<file path="config.mk">
export PLATFORM = sky130hd
export DESIGN_NAME = spiral_index_to_coordinates
export DESIGN_NICKNAME = d
export VERILOG_FILES = /design/src/sic_pkg.sv /design/src/sic_sqrt_cell.sv /design/src/sic_place.sv /design/src/spiral_index_to_coordinates.sv
export SDC_FILE = /design/constraint.sdc
export NUM_CORES = 2
export LEC_CHECK = 0
export BUFFER_PORTS_ARGS = -buffer_cell sky130_fd_sc_hd__buf_4
export CAP_MARGIN = 20
export CORE_AREA = 2 2 502 504
export DETAILED_ROUTE_END_ITERATION = 7
export DIE_AREA = 0 0 504 506
export MAX_ROUTING_LAYER = met4
export PLACE_DENSITY_LB_ADDON = 0.05
export SLEW_MARGIN = 15
export SYNTH_ARGS = -nofsm -noshare
export SYNTH_HDL_FRONTEND = slang
export SYNTH_SLANG_ARGS = --single-unit
</file>
<file path="constraint.sdc">
create_clock -name clk_i -period 18.35 [get_ports clk_i]
set_input_delay 0.9175 -clock clk_i [delete_from_list [all_inputs] [get_ports clk_i]]
set_output_delay 0.9175 -clock clk_i [all_outputs]
set_load 0.01 [all_outputs]
</file>
<file path="src/sic_pkg.sv">
// shared widths, constants and slot types of the spiral cell locator
`timescale 1ns / 1ps

package sic_pkg;

  // number and register width
  localparam int unsigned NumW   = 62;
  // square root resolves one bit per cell
  localparam int unsigned RootW  = NumW / 2;
  // partial remainder never exceeds twice the partial root
  localparam int unsigned RemW   = RootW + 2;
  // difference of two numbers, with room for the sign
  localparam int unsigned DiffW  = NumW + 2;
  // signed width for ring offset and coordinate arithmetic
  localparam int unsigned CalcW  = RootW + 4;
  // coordinate width on the output
  localparam int unsigned CoordW = 32;

  // origin number after reset
  localparam logic [NumW-1:0] StartReset = NumW'(1);

  // one item travelling through the square root cells
  typedef struct packed {
    logic             pos;   // offset is at least one
    logic [NumW-1:0]  rad;   // radicand bits not yet consumed, msb first
    logic [RemW-1:0]  rem;   // partial remainder
    logic [RootW-1:0] root;  // partial root
  } sqrt_slot_t;

  // ring index and side offset of one item
  typedef struct packed {
    logic                    pos;
    logic [RootW-1:0]        ring;
    logic signed [CalcW-1:0] offs;
  } ring_t;

endpackage

</file>
<file path="src/sic_sqrt_cell.sv">
// one square root cell: resolves one root bit and hands the item on
`timescale 1ns / 1ps

module sic_sqrt_cell (
  input  logic                  clk_i,
  input  logic                  rst_ni,
  input  logic                  in_valid_i,
  output logic                  in_ready_o,
  input  sic_pkg::sqrt_slot_t   in_slot_i,
  output logic                  out_valid_o,
  input  logic                  out_ready_i,
  output sic_pkg::sqrt_slot_t   out_slot_o
);

  logic                          valid_q;
  sic_pkg::sqrt_slot_t           slot_q, slot_d;
  logic [sic_pkg::RemW+1:0]      rem_sh;
  logic [sic_pkg::RemW+1:0]      trial;
  logic [sic_pkg::RemW+1:0]      rem_sub;

  // bring down two radicand bits and try the next root bit
  always_comb begin
    rem_sh  = {in_slot_i.rem, in_slot_i.rad[sic_pkg::NumW-1 -: 2]};
    trial   = {2'b00, in_slot_i.root, 2'b01};
    rem_sub = rem_sh - trial;
    slot_d      = in_slot_i;
    slot_d.rad  = {in_slot_i.rad[sic_pkg::NumW-3:0], 2'b00};
    if (rem_sh >= trial) begin
      slot_d.rem  = rem_sub[sic_pkg::RemW-1:0];
      slot_d.root = {in_slot_i.root[sic_pkg::RootW-2:0], 1'b1};
    end else begin
      slot_d.rem  = rem_sh[sic_pkg::RemW-1:0];
      slot_d.root = {in_slot_i.root[sic_pkg::RootW-2:0], 1'b0};
    end
  end

  // stage takes a new item when empty or when its content moves on
  assign in_ready_o  = !valid_q || out_ready_i;
  assign out_valid_o = valid_q;
  assign out_slot_o  = slot_q;

  always_ff @(posedge clk_i or negedge rst_ni) begin
    if (!rst_ni) begin
      valid_q <= 1'b0;
    end else if (in_ready_o) begin
      valid_q <= in_valid_i;
    end
  end

  always_ff @(posedge clk_i) begin
    if (in_valid_i && in_ready_o) begin
      slot_q <= slot_d;
    end
  end

endmodule

</file>
<file path="src/sic_place.sv">
// ring and side offset from the root, then the cell coordinates
`timescale 1ns / 1ps

module sic_place (
  input  logic                               clk_i,
  input  logic                               rst_ni,
  input  logic                               in_valid_i,
  output logic                               in_ready_o,
  input  sic_pkg::sqrt_slot_t                in_slot_i,
  output logic                               out_valid_o,
  input  logic                               out_ready_i,
  output logic [sic_pkg::CoordW-1:0]         cell_x_o,
  output logic [sic_pkg::CoordW-1:0]         cell_y_o,
  output logic                               valid_res_o
);

  localparam logic signed [sic_pkg::CalcW-1:0] One = sic_pkg::CalcW'(1);
  localparam logic signed [sic_pkg::CalcW-1:0] Two = sic_pkg::CalcW'(2);

  logic                              mid_valid_q;
  logic                              mid_ready;
  sic_pkg::ring_t                    mid_q, mid_d;
  logic [sic_pkg::RootW:0]           ring_sum;
  logic signed [sic_pkg::CalcW-1:0]  rem_x, root_x2;

  logic                              out_valid_q;
  logic [sic_pkg::CoordW-1:0]        x_q, y_q, x_d, y_d;
  logic                              pos_q;
  logic signed [sic_pkg::CalcW-1:0]  a_s, a2_s, a3_s, d_s, x_s, y_s;

  // ring a = (root + 1) / 2; offset d = m - 4a^2 from root and remainder
  always_comb begin
    ring_sum  = {1'b0, in_slot_i.root} + {{sic_pkg::RootW{1'b0}}, 1'b1};
    rem_x     = sic_pkg::CalcW'(in_slot_i.rem);
    root_x2   = sic_pkg::CalcW'({in_slot_i.root, 1'b0});
    mid_d.pos  = in_slot_i.pos;
    mid_d.ring = ring_sum[sic_pkg::RootW:1];
    // odd root: 4a^2 = (root + 1)^2; even root: 4a^2 = root^2
    if (in_slot_i.root[0]) begin
      mid_d.offs = rem_x - root_x2;
    end else begin
      mid_d.offs = rem_x + One;
    end
  end

  assign in_ready_o = !mid_valid_q || mid_ready;
  assign mid_ready  = !out_valid_q || out_ready_i;

  always_ff @(posedge clk_i or negedge rst_ni) begin
    if (!rst_ni) begin
      mid_valid_q <= 1'b0;
    end else if (in_ready_o) begin
      mid_valid_q <= in_valid_i;
    end
  end

  always_ff @(posedge clk_i) begin
    if (in_valid_i && in_ready_o) begin
      mid_q <= mid_d;
    end
  end

  // side of the ring selects the coordinate formulas
  always_comb begin
    a_s  = sic_pkg::CalcW'(mid_q.ring);
    a2_s = a_s <<< 1;
    a3_s = a_s + a2_s;
    d_s  = mid_q.offs;
    priority if (d_s < Two - a2_s) begin
      x_s = One - a3_s - d_s;
      y_s = a_s;
    end else if (d_s <= 0) begin
      x_s = -a_s;
      y_s = One - a_s - d_s;
    end else if (d_s <= a2_s) begin
      x_s = d_s - a_s - One;
      y_s = -a_s;
    end else begin
      x_s = a_s;
      y_s = d_s - a3_s - One;
    end
    if (mid_q.pos) begin
      x_d = x_s[sic_pkg::CoordW-1:0];
      y_d = y_s[sic_pkg::CoordW-1:0];
    end else begin
      x_d = '0;
      y_d = '0;
    end
  end

  always_ff @(posedge clk_i or negedge rst_ni) begin
    if (!rst_ni) begin
      out_valid_q <= 1'b0;
    end else if (mid_ready) begin
      out_valid_q <= mid_valid_q;
    end
  end

  always_ff @(posedge clk_i) begin
    if (mid_valid_q && mid_ready) begin
      x_q   <= x_d;
      y_q   <= y_d;
      pos_q <= mid_q.pos;
    end
  end

  assign out_valid_o = out_valid_q;
  assign cell_x_o    = x_q;
  assign cell_y_o    = y_q;
  assign valid_res_o = pos_q;

endmodule

</file>
<file path="src/spiral_index_to_coordinates.sv">
// top level of the square spiral cell locator
`timescale 1ns / 1ps

// Maps a signed 62-bit number to its (x, y) cell on a square spiral whose
// origin holds start_number. One number is accepted per clock cycle unless
// stalled. A front register forms the offset from the origin, 31 square
// root cells resolve one root bit each, and sic_place forms ring, side and
// coordinates. A stall on the output side stops only the stages that hold
// items, so empty stages still take new numbers. Numbers below the origin
// give valid_res 0 and cell (0, 0). start_number resets to 1; the user must
// write it via the cfg channel only while idle; the block does not check it.
module spiral_index_to_coordinates (
  input  logic        clk_i,
  input  logic        rst_ni,
  input  logic        s_axis_tvalid,
  output logic        s_axis_tready,
  input  logic [63:0] s_axis_tdata,   // [61:0] spiral_number, [63:62] zero
  output logic        m_axis_tvalid,
  input  logic        m_axis_tready,
  output logic [63:0] m_axis_tdata,   // [31:0] cell_x, [63:32] cell_y
  output logic [0:0]  m_axis_tuser,   // [0] valid_res
  input  logic        cfg_valid_i,
  output logic        cfg_ready_o,
  input  logic [61:0] cfg_data_i      // [61:0] start_number
);

  localparam int unsigned Cells = sic_pkg::RootW;

  logic [sic_pkg::NumW-1:0]   start_q;
  logic [sic_pkg::DiffW-1:0]  diff;
  logic                       front_valid_q;
  sic_pkg::sqrt_slot_t        front_q, front_d;

  sic_pkg::sqrt_slot_t        slot [Cells+1];
  logic [Cells:0]             slot_valid;
  logic [Cells:0]             slot_ready;

  logic [sic_pkg::CoordW-1:0] cell_x, cell_y;
  logic                       valid_res;

  // origin register
  assign cfg_ready_o = 1'b1;

  always_ff @(posedge clk_i or negedge rst_ni) begin
    if (!rst_ni) begin
      start_q <= sic_pkg::StartReset;
    end else if (cfg_valid_i && cfg_ready_o) begin
      start_q <= cfg_data_i;
    end
  end

  // offset from the origin: m - 1 = number - start
  always_comb begin
    diff = {{2{s_axis_tdata[sic_pkg::NumW-1]}}, s_axis_tdata[sic_pkg::NumW-1:0]}
         - {{2{start_q[sic_pkg::NumW-1]}}, start_q};
    front_d.pos  = !diff[sic_pkg::DiffW-1];
    front_d.rad  = diff[sic_pkg::NumW-1:0];
    front_d.rem  = '0;
    front_d.root = '0;
  end

  assign s_axis_tready = !front_valid_q || slot_ready[0];

  always_ff @(posedge clk_i or negedge rst_ni) begin
    if (!rst_ni) begin
      front_valid_q <= 1'b0;
    end else if (s_axis_tready) begin
      front_valid_q <= s_axis_tvalid;
    end
  end

  always_ff @(posedge clk_i) begin
    if (s_axis_tvalid && s_axis_tready) begin
      front_q <= front_d;
    end
  end

  assign slot[0]       = front_q;
  assign slot_valid[0] = front_valid_q;

  // row of square root cells
  for (genvar i = 0; i < Cells; i++) begin : g_cell
    sic_sqrt_cell u_cell (
      .clk_i       (clk_i),
      .rst_ni      (rst_ni),
      .in_valid_i  (slot_valid[i]),
      .in_ready_o  (slot_ready[i]),
      .in_slot_i   (slot[i]),
      .out_valid_o (slot_valid[i+1]),
      .out_ready_i (slot_ready[i+1]),
      .out_slot_o  (slot[i+1])
    );
  end

  // ring, side and coordinates
  sic_place u_place (
    .clk_i       (clk_i),
    .rst_ni      (rst_ni),
    .in_valid_i  (slot_valid[Cells]),
    .in_ready_o  (slot_ready[Cells]),
    .in_slot_i   (slot[Cells]),
    .out_valid_o (m_axis_tvalid),
    .out_ready_i (m_axis_tready),
    .cell_x_o    (cell_x),
    .cell_y_o    (cell_y),
    .valid_res_o (valid_res)
  );

  assign m_axis_tdata = {cell_y, cell_x};
  assign m_axis_tuser = valid_res;

`ifndef NO_ASSERTIONS
  localparam logic signed [31:0] CoordLim = 32'sd1073741825;

  // the number at the origin enters with a zero offset
  assert property (@(posedge clk_i) disable iff (!rst_ni)
    (s_axis_tvalid && s_axis_tready && s_axis_tdata[sic_pkg::NumW-1:0] == start_q)
    |=> (front_valid_q && front_q.pos && front_q.rad == '0))
    else $error("origin number did not give a zero offset");

  // finished square root leaves a remainder of at most twice the root
  assert property (@(posedge clk_i) disable iff (!rst_ni)
    (slot_valid[Cells] && slot[Cells].pos)
    |-> (slot[Cells].rem <= {1'b0, slot[Cells].root, 1'b0}))
    else $error("square root remainder out of bound");

  // a result below the origin carries the zero cell
  assert property (@(posedge clk_i) disable iff (!rst_ni)
    (m_axis_tvalid && !m_axis_tuser[0]) |-> (m_axis_tdata == '0))
    else $error("invalid result with nonzero coordinates");

  // coordinates stay within the reachable ring
  assert property (@(posedge clk_i) disable iff (!rst_ni)
    m_axis_tvalid |-> ($signed(m_axis_tdata[31:0]) <= CoordLim
                       && $signed(m_axis_tdata[31:0]) >= -CoordLim
                       && $signed(m_axis_tdata[63:32]) <= CoordLim
                       && $signed(m_axis_tdata[63:32]) >= -CoordLim))
    else $error("coordinate outside the reachable range");
`endif

endmodule

</file>
---- After elaboration in Yosys (flattened, before gate mapping) ----
Cells that the tools add are included.
W data, S select, Z words.
word-level totals
  input bits .............................. 131
  bits in latches ......................... 0
  memories kept ........................... 0
  logic and storage cells ................. 391
  bits in registers ....................... 3,206
  output and inout bits ................... 68
  memory bits (read-only) ................. 0
  RAM bits ................................ 0
cells by class
  shifts and indexed selects .............. 0
  reductions and logical operators ........ 104
  bitwise gates (word level) .............. 1
  order comparisons ....................... 34
  $mul .................................... 0
  muxes and demuxes ....................... 38
  div/mod/pow operators ................... 0
  eq/ne operators ......................... 0
  $add $sub $neg .......................... 46
operator list
  operator                 number
  $mux W64                 30
  $ge A35 B33 Y1           30
  $sub A33 B33 Y33         30
  $mux W32                 5
  $sub A32 B32 Y32         4
  $sub A32 B2 Y32 const B  2
  $sub A62 B62 Y63         1
  $le A35 B1 Y1 const B    1
  $le A35 B33 Y1           1
  $logic_not A1 Y1         35
  $lt A35 B33 Y1           1
  $mux W35                 1
  $add A33 B1 Y34 const B  1
  $logic_and A1 B1 Y1      34
  $logic_or A1 B1 Y1       34
  $sub A33 B32 Y34         1
  $mux W33                 1
  $sub A2 B32 Y33 const A  1
  $add A31 B1 Y32 const B  1
  $add A31 B32 Y32         1
  $neg A31 Y32             1
  $sub A1 B31 Y32 const A  1
  $sub A2 B32 Y32 const A  1
  $mux W31                 1
  other kinds (4)          4

---- Depth between registers and ports, before layout ----
  depth after elaboration ................. 36
  mapped depth ............................ 27
  mapped depth without buffers ............ 27

---- Cells and area by module ----
From an unflattened synthesis, not the netlist that was laid out.
unflattened totals
  cell total of the unflattened synthesis .. 19,501
  area, all modules ....................... 232,096.3 sq um
by module, submodules not included
  module                       area an instance (sq um)  seq. area each (sq um)  cells an instance  instances
  sic_sqrt_cell                6,565.0                   3,778.6                 518                31
  sic_place                    20,541.0                  4,013.8                 2,550              1
  spiral_index_to_coordinates  8,039.0                   3,469.6                 893                1

---- Least setup slack after synthesis ----
No wires, ideal clock.
  kind .................................... input to register
  start ................................... input m_axis_tready
  end ..................................... register g_cell[1].u_cell.slot_q (netlist bit g_cell[1].u_cell.out_slot_o[0]) (enable)
  stages on the path ...................... 8
  arrival time ............................ 7.100 ns
  required time ........................... 17.724 ns
  slack ................................... 10.624 ns
  path buffers ............................ 0
  library setup time ...................... 0.626 ns
  path through ............................ nor2b_1 > nand3_1 > nor2_1 > nand2_1 > nor3_1 > nand4_1 > nor2_1 > a21boi_0
on the way
  word-level cells in the longest chain between the ends .. 33
ends and longest elaborated chain
  item                               RTL line                           source
  start: declaration                 spiral_index_to_coordinates.sv:19  input logic m_axis_tready,
  $logic_or A1 B1 Y1                 sic_place.sv:47                    assign mid_ready = !out_valid_q || out_ready_i;
  $logic_or A1 B1 Y1                 sic_place.sv:46                    assign in_ready_o = !mid_valid_q || mid_ready;
  $logic_or A1 B1 Y1 (30 in series)  sic_sqrt_cell.sv:38                assign in_ready_o = !valid_q || out_ready_i;
  $logic_and A1 B1 Y1                sic_sqrt_cell.sv:51                if (in_valid_i && in_ready_o) begin
  end signal: assignment             sic_sqrt_cell.sv:52                slot_q <= slot_d;
  end: declaration                   sic_sqrt_cell.sv:16                sic_pkg::sqrt_slot_t slot_q, slot_d;
Every way passes these cells.
A chain may end at the register's enable or synchronous reset.

---- Final worst setup path ----
  start ................................... register u_place.mid_q (netlist bit u_place.a2_s[1])
  end ..................................... register u_place.y_q (netlist bit u_place.cell_y_o[28]), data pin
on the way
  word-level cells in the longest chain between the ends .. 6
  elaborated cells between the ends (all ways) .. 12
  classes of those cells .................. add/sub: 7; order compare: 2; mux: 3
ends and longest elaborated chain
  item                      RTL line          source
  start: declaration        sic_place.sv:22   sic_pkg::ring_t mid_q, mid_d;
  start signal: assignment  sic_place.sv:59   mid_q <= mid_d;
  $add A31 B32 Y32          sic_place.sv:67   a3_s = a_s + a2_s;
  $sub A32 B32 Y32          sic_place.sv:80   y_s = d_s - a3_s - One;
  $sub A32 B2 Y32           sic_place.sv:80
  $mux W32                  sic_place.sv:75   end else if (d_s <= a2_s) begin
  $mux W32                  sic_place.sv:72   end else if (d_s <= 0) begin
  $mux W31 *                sic_place.sv:69   priority if (d_s < Two - a2_s) begin
  end signal: assignment    sic_place.sv:102  y_q <= y_d;
  end: declaration          sic_place.sv:27   logic [sic_pkg::CoordW-1:0] x_q, y_q, x_d, y_d;
Mark *: on every way between the ends. The rest lies on a longest branch, timed or not.

==> flow_metrics.py <==
metrics = {
    "critical_path": {
        "endpoint_kind": "flip-flop",
        "start_kind": "flip-flop",
        "timing.rr.end": "u_place.cell_y_o[28]",
        "crit_chain": "ha_1 > fa_1 > a21o_1 > a21oi_1 > o21ai_0 > and2_1 > a21oi_1 > o21ai_0 > a21oi_1 > xor2_1 > ha_1 > inv_1 > a2111oi_0 > o211ai_1 > a31oi_1 > o31ai_1 > a221o_1 > a21oi_1 > nor4b_1 > a31oi_1 > a221oi_1",
        "slowest_stage": "a31oi_1",
        "r2r_start": "u_place.a2_s[1]",
        "path_buf_inv": 1,
        "crit_type": "flip-flop to flip-flop",
        "worst-r2r-setup-slack_ns": 10.22,
        "arrival_ns": 8.76,
        "cp_common_cell": "a21oi_1",
        "cp.required_ns": 18.98,
        "cp_max_fo": 13,
        "worst_path_largest_cell_delay_ns": 0.80,
        "r2r_cells": 21,
        "crit_family": "compound AO/OA/AOI/OAI gates",
    },
    "synth": {
        "synth.distinct_cells": 89,
        "ys_warn_count": 0,
        "synthCells": 11800,
        "synth_edf_count": 2627,
        "ys_seq_area_frac": 0.583,
        "ys_seq_elements": 2723,
        "netlist_area_um2": 139000,
        "syn_nets": 12900,
        "synth_ff_type": "edfxtp_1",
        "synthArstFlopShare": 0.0353,
        "avgSynthCellArea_um2": 11.8,
    },
    "min_path": {
        "min_path_type": "input port to flip-flop",
        "hold_path.startpoint": "cfg_data_i[57]",
        "min_to": "start_q[57]",
        "whs_path_depth": 3,
    },
    "global_routing": {
        "grt_overflow": 0,
        "grtUsageTotal": 0.272,
        "grt_pass1_wl_um": 522000,
        "grt_max_degree": 84,
        "grt_pass1_vias": 90600,
        "antenna_found_initial": 29,
    },
    "clock_tree": {
        "clk_pin_slew_worst_paths_ns": 0.06,
        "ctsHoldBuffers": 1,
        "ctsHtreeMaxLevel": 5,
        "cts_buffers": 304,
        "ctsResizeCount": 0,
        "cts_root_buffer": "clkbuf_16",
        "cts_tree": "done",
        "clockBufferDepth": 4,
        "insertion_delay_ns": 0.96,
        "clock-sinks": 2723,
        "postCtsSetupBuffers": 0,
    },
    "detailed_routing": {
        "drt_iter0_drc": 8089,
        "avgViaCountPerCell": 5.82,
        "drc": 0,
        "vias": 91900,
        "dr.pass1.iters": 7,
        "ant_nets": 0,
        "wire_per_inst_um": 21.6,
        "routed_wl_um": 341000,
    },
    "placement": {
        "gp_congestion": 0.982,
        "dp_hpwl_um": 262000,
        "post-place-cells": 15200,
        "pre_cts_ws_ns": 10.55,
        "port_buffers": 195,
        "dpl-instance-area_um2": 145000,
    },
    "final_layout": {
        "fin_cells": 15800,
        "drive_above_1_share": 0.0728,
        "mostFrequentLayoutCells": "2627 x edfxtp_1, 968 x inv_1, 931 x ha_1",
        "area_growth_syn_to_layout_pct": 10.9,
        "layout_commonest_cell": "edfxtp_1",
        "num-nets-final": 13300,
        "finalInstanceArea_um2": 155000,
    },
    "sta": {
        "drv_slew": 0,
        "timing.fmax_mhz": 123,
        "worst_pin_slew_ns": 1.22,
        "setup_violations": 0,
        "timing.setup.tns_ns": 0,
        "fin_ws_ns": 10.22,
        "finalCriticalPeriod_ns": 8.13,
        "hold_violations": 0,
        "maxSlewHeadroom": 0.182,
        "rsz0062_at_grt": "no",
        "post-route-period-util": 0.443,
        "timing.clock.skew_ns": 0.0923,
    },
    "power_and_ir_drop": {
        "total_power_mw": 19.3,
        "ir_drop_mv": 0.104,
        "p_leak_nw": 62.4,
        "cellPowerDensity_nw_per_um2": 125,
    },
    "floorplan": {
        "die_width_um": 504,
        "ios": 199,
        "dieArea_um2": 255000,
        "rows": 184,
        "core_um2": 250000,
        "initial_core_util": 0.558,
        "die_h_um": 506,
    },
    "status": {
        "outcome": "completed",
    },
    "flow_run": {
        "max_cap_violations": 0,
    },
}
## worst max-delay path by stage
| stage | from | endpoint | slack, ns | cells after the start |
|---|---|---|---|---|
| CTS | u_place.a2_s[1] | u_place.cell_y_o[28] | 10.53 | 21 |
| global route | u_place.a2_s[1] | u_place.cell_x_o[31] | 10.00 | 26 |
| detailed placement | u_place.a2_s[1] | u_place.cell_y_o[28] | 10.55 | 21 |
| finish | u_place.a2_s[1] | u_place.cell_y_o[28] | 10.22 | 21 |
| global placement | u_place.a2_s[1] | u_place.cell_y_o[28] | 10.39 | 21 |
| floorplan | m_axis_tready | g_cell[1].u_cell.out_slot_o[0] | 10.62 | 8 |
## report_power, final
group	internal, mW	switching (mW)
clock network	3.34	2.40
logic	2.04	3.39
registers	7.64	0.523
total	13.0	6.31
## cell families after synthesis
family	after synthesis	synth area share
multiplexers	63	0.00491
flip-flops	2723	0.583
other	2	0.0000539
adder cells (fa/ha/maj)	938	0.0846
buffers and inverters	1181	0.0319
XOR/XNOR	1111	0.0698
AND/OR/NAND/NOR	3219	0.112
AO/OA/AOI/OAI	2580	0.114
## per-layer routing
layer | global-route usage | share of wire | vias up
met4 | 0.0790 | 0.028 | 0
met1 | 0.363 | 0.44 | 44600
met3 | 0.0530 | 0.071 | 527
met2 | 0.424 | 0.46 | 2766
li1 | - | - | 44000
met5 | - | 0 | -
## state kept, by name, indices dropped and copies added, names as in the netlist, 31 cells and up
| register | count |
|---|---|
| g_cell.u_cell.out_valid_o | 31 |
| u_place.cell_x_o | 32 |
| u_place.d_s | 35 |
| g_cell.u_cell.out_slot_o | 2432 |
| start_q | 62 |
| front_q | 63 |
| u_place.a2_s | 31 |
| u_place.cell_y_o | 32 |
## per-stage QoR
stage | hold slack, ns | util
after CTS | 0.0913 | 0.618
final | 0.168 | 0.619
after detailed placement | 0.405 | 0.581
after floorplan | 0.400 | -
after global placement | 0.400 | 0.581
after global routing | 0.126 | 0.619
## worst reg2reg max path: cells and delay by family (launching register included)
kind                       cells  cell delay, ns
xor gates and xnor gates       1            0.18
buffers and inverters          1            0.13
DFF                            1            0.78
and+or+nand+nor                2            0.39
adders and majority gates      3            1.35
AOI/OAI and AO/OA             14            5.03
## synthesized netlist by cell type, types with 17 or more instances
cell type / number / area (µm²)
or4_1: 62 / 465
o21ai_0: 756 / 3780
o211ai_1: 35 / 263
a21boi_0: 41 / 308
a211oi_1: 75 / 563
o21a_1: 144 / 1080
o31ai_1: 89 / 668
nor3_1: 288 / 1440
clkbuf_1: 193 / 724
a21oi_1: 731 / 3660
or3_1: 127 / 795
ha_1: 931 / 11600
mux2_2: 43 / 484
nor2b_1: 127 / 795
mux2i_1: 20 / 200
o41ai_1: 17 / 149
and3_1: 72 / 450
dfrtp_1: 95 / 2380
inv_1: 968 / 3630
xor2_1: 508 / 4450
nand3b_1: 19 / 143
or2_2: 67 / 419
nor4_1: 126 / 788
nand2b_1: 189 / 1180
nand2_1: 883 / 3310
a2111oi_0: 20 / 175
o21bai_1: 85 / 638
nor2_1: 789 / 2960
a21o_1: 297 / 2230
nand4_1: 128 / 801
edfxtp_1: 2627 / 78900
xnor2_1: 603 / 5280
a31oi_1: 79 / 494
nand3_1: 220 / 1100
and2_1: 60 / 375
## area by class of cell
class,instances,area [µm²]
clock inverters,156,1270
inverters,972,3650
repair buffers,289,2220
diodes,19,47.5
clock buffers,372,8020
well taps,3348,4190
multi-input cells,7913,54000
flip-flops and latches,2723,81300
fillers,19400,95400
(Power assumes the default switching activity.)
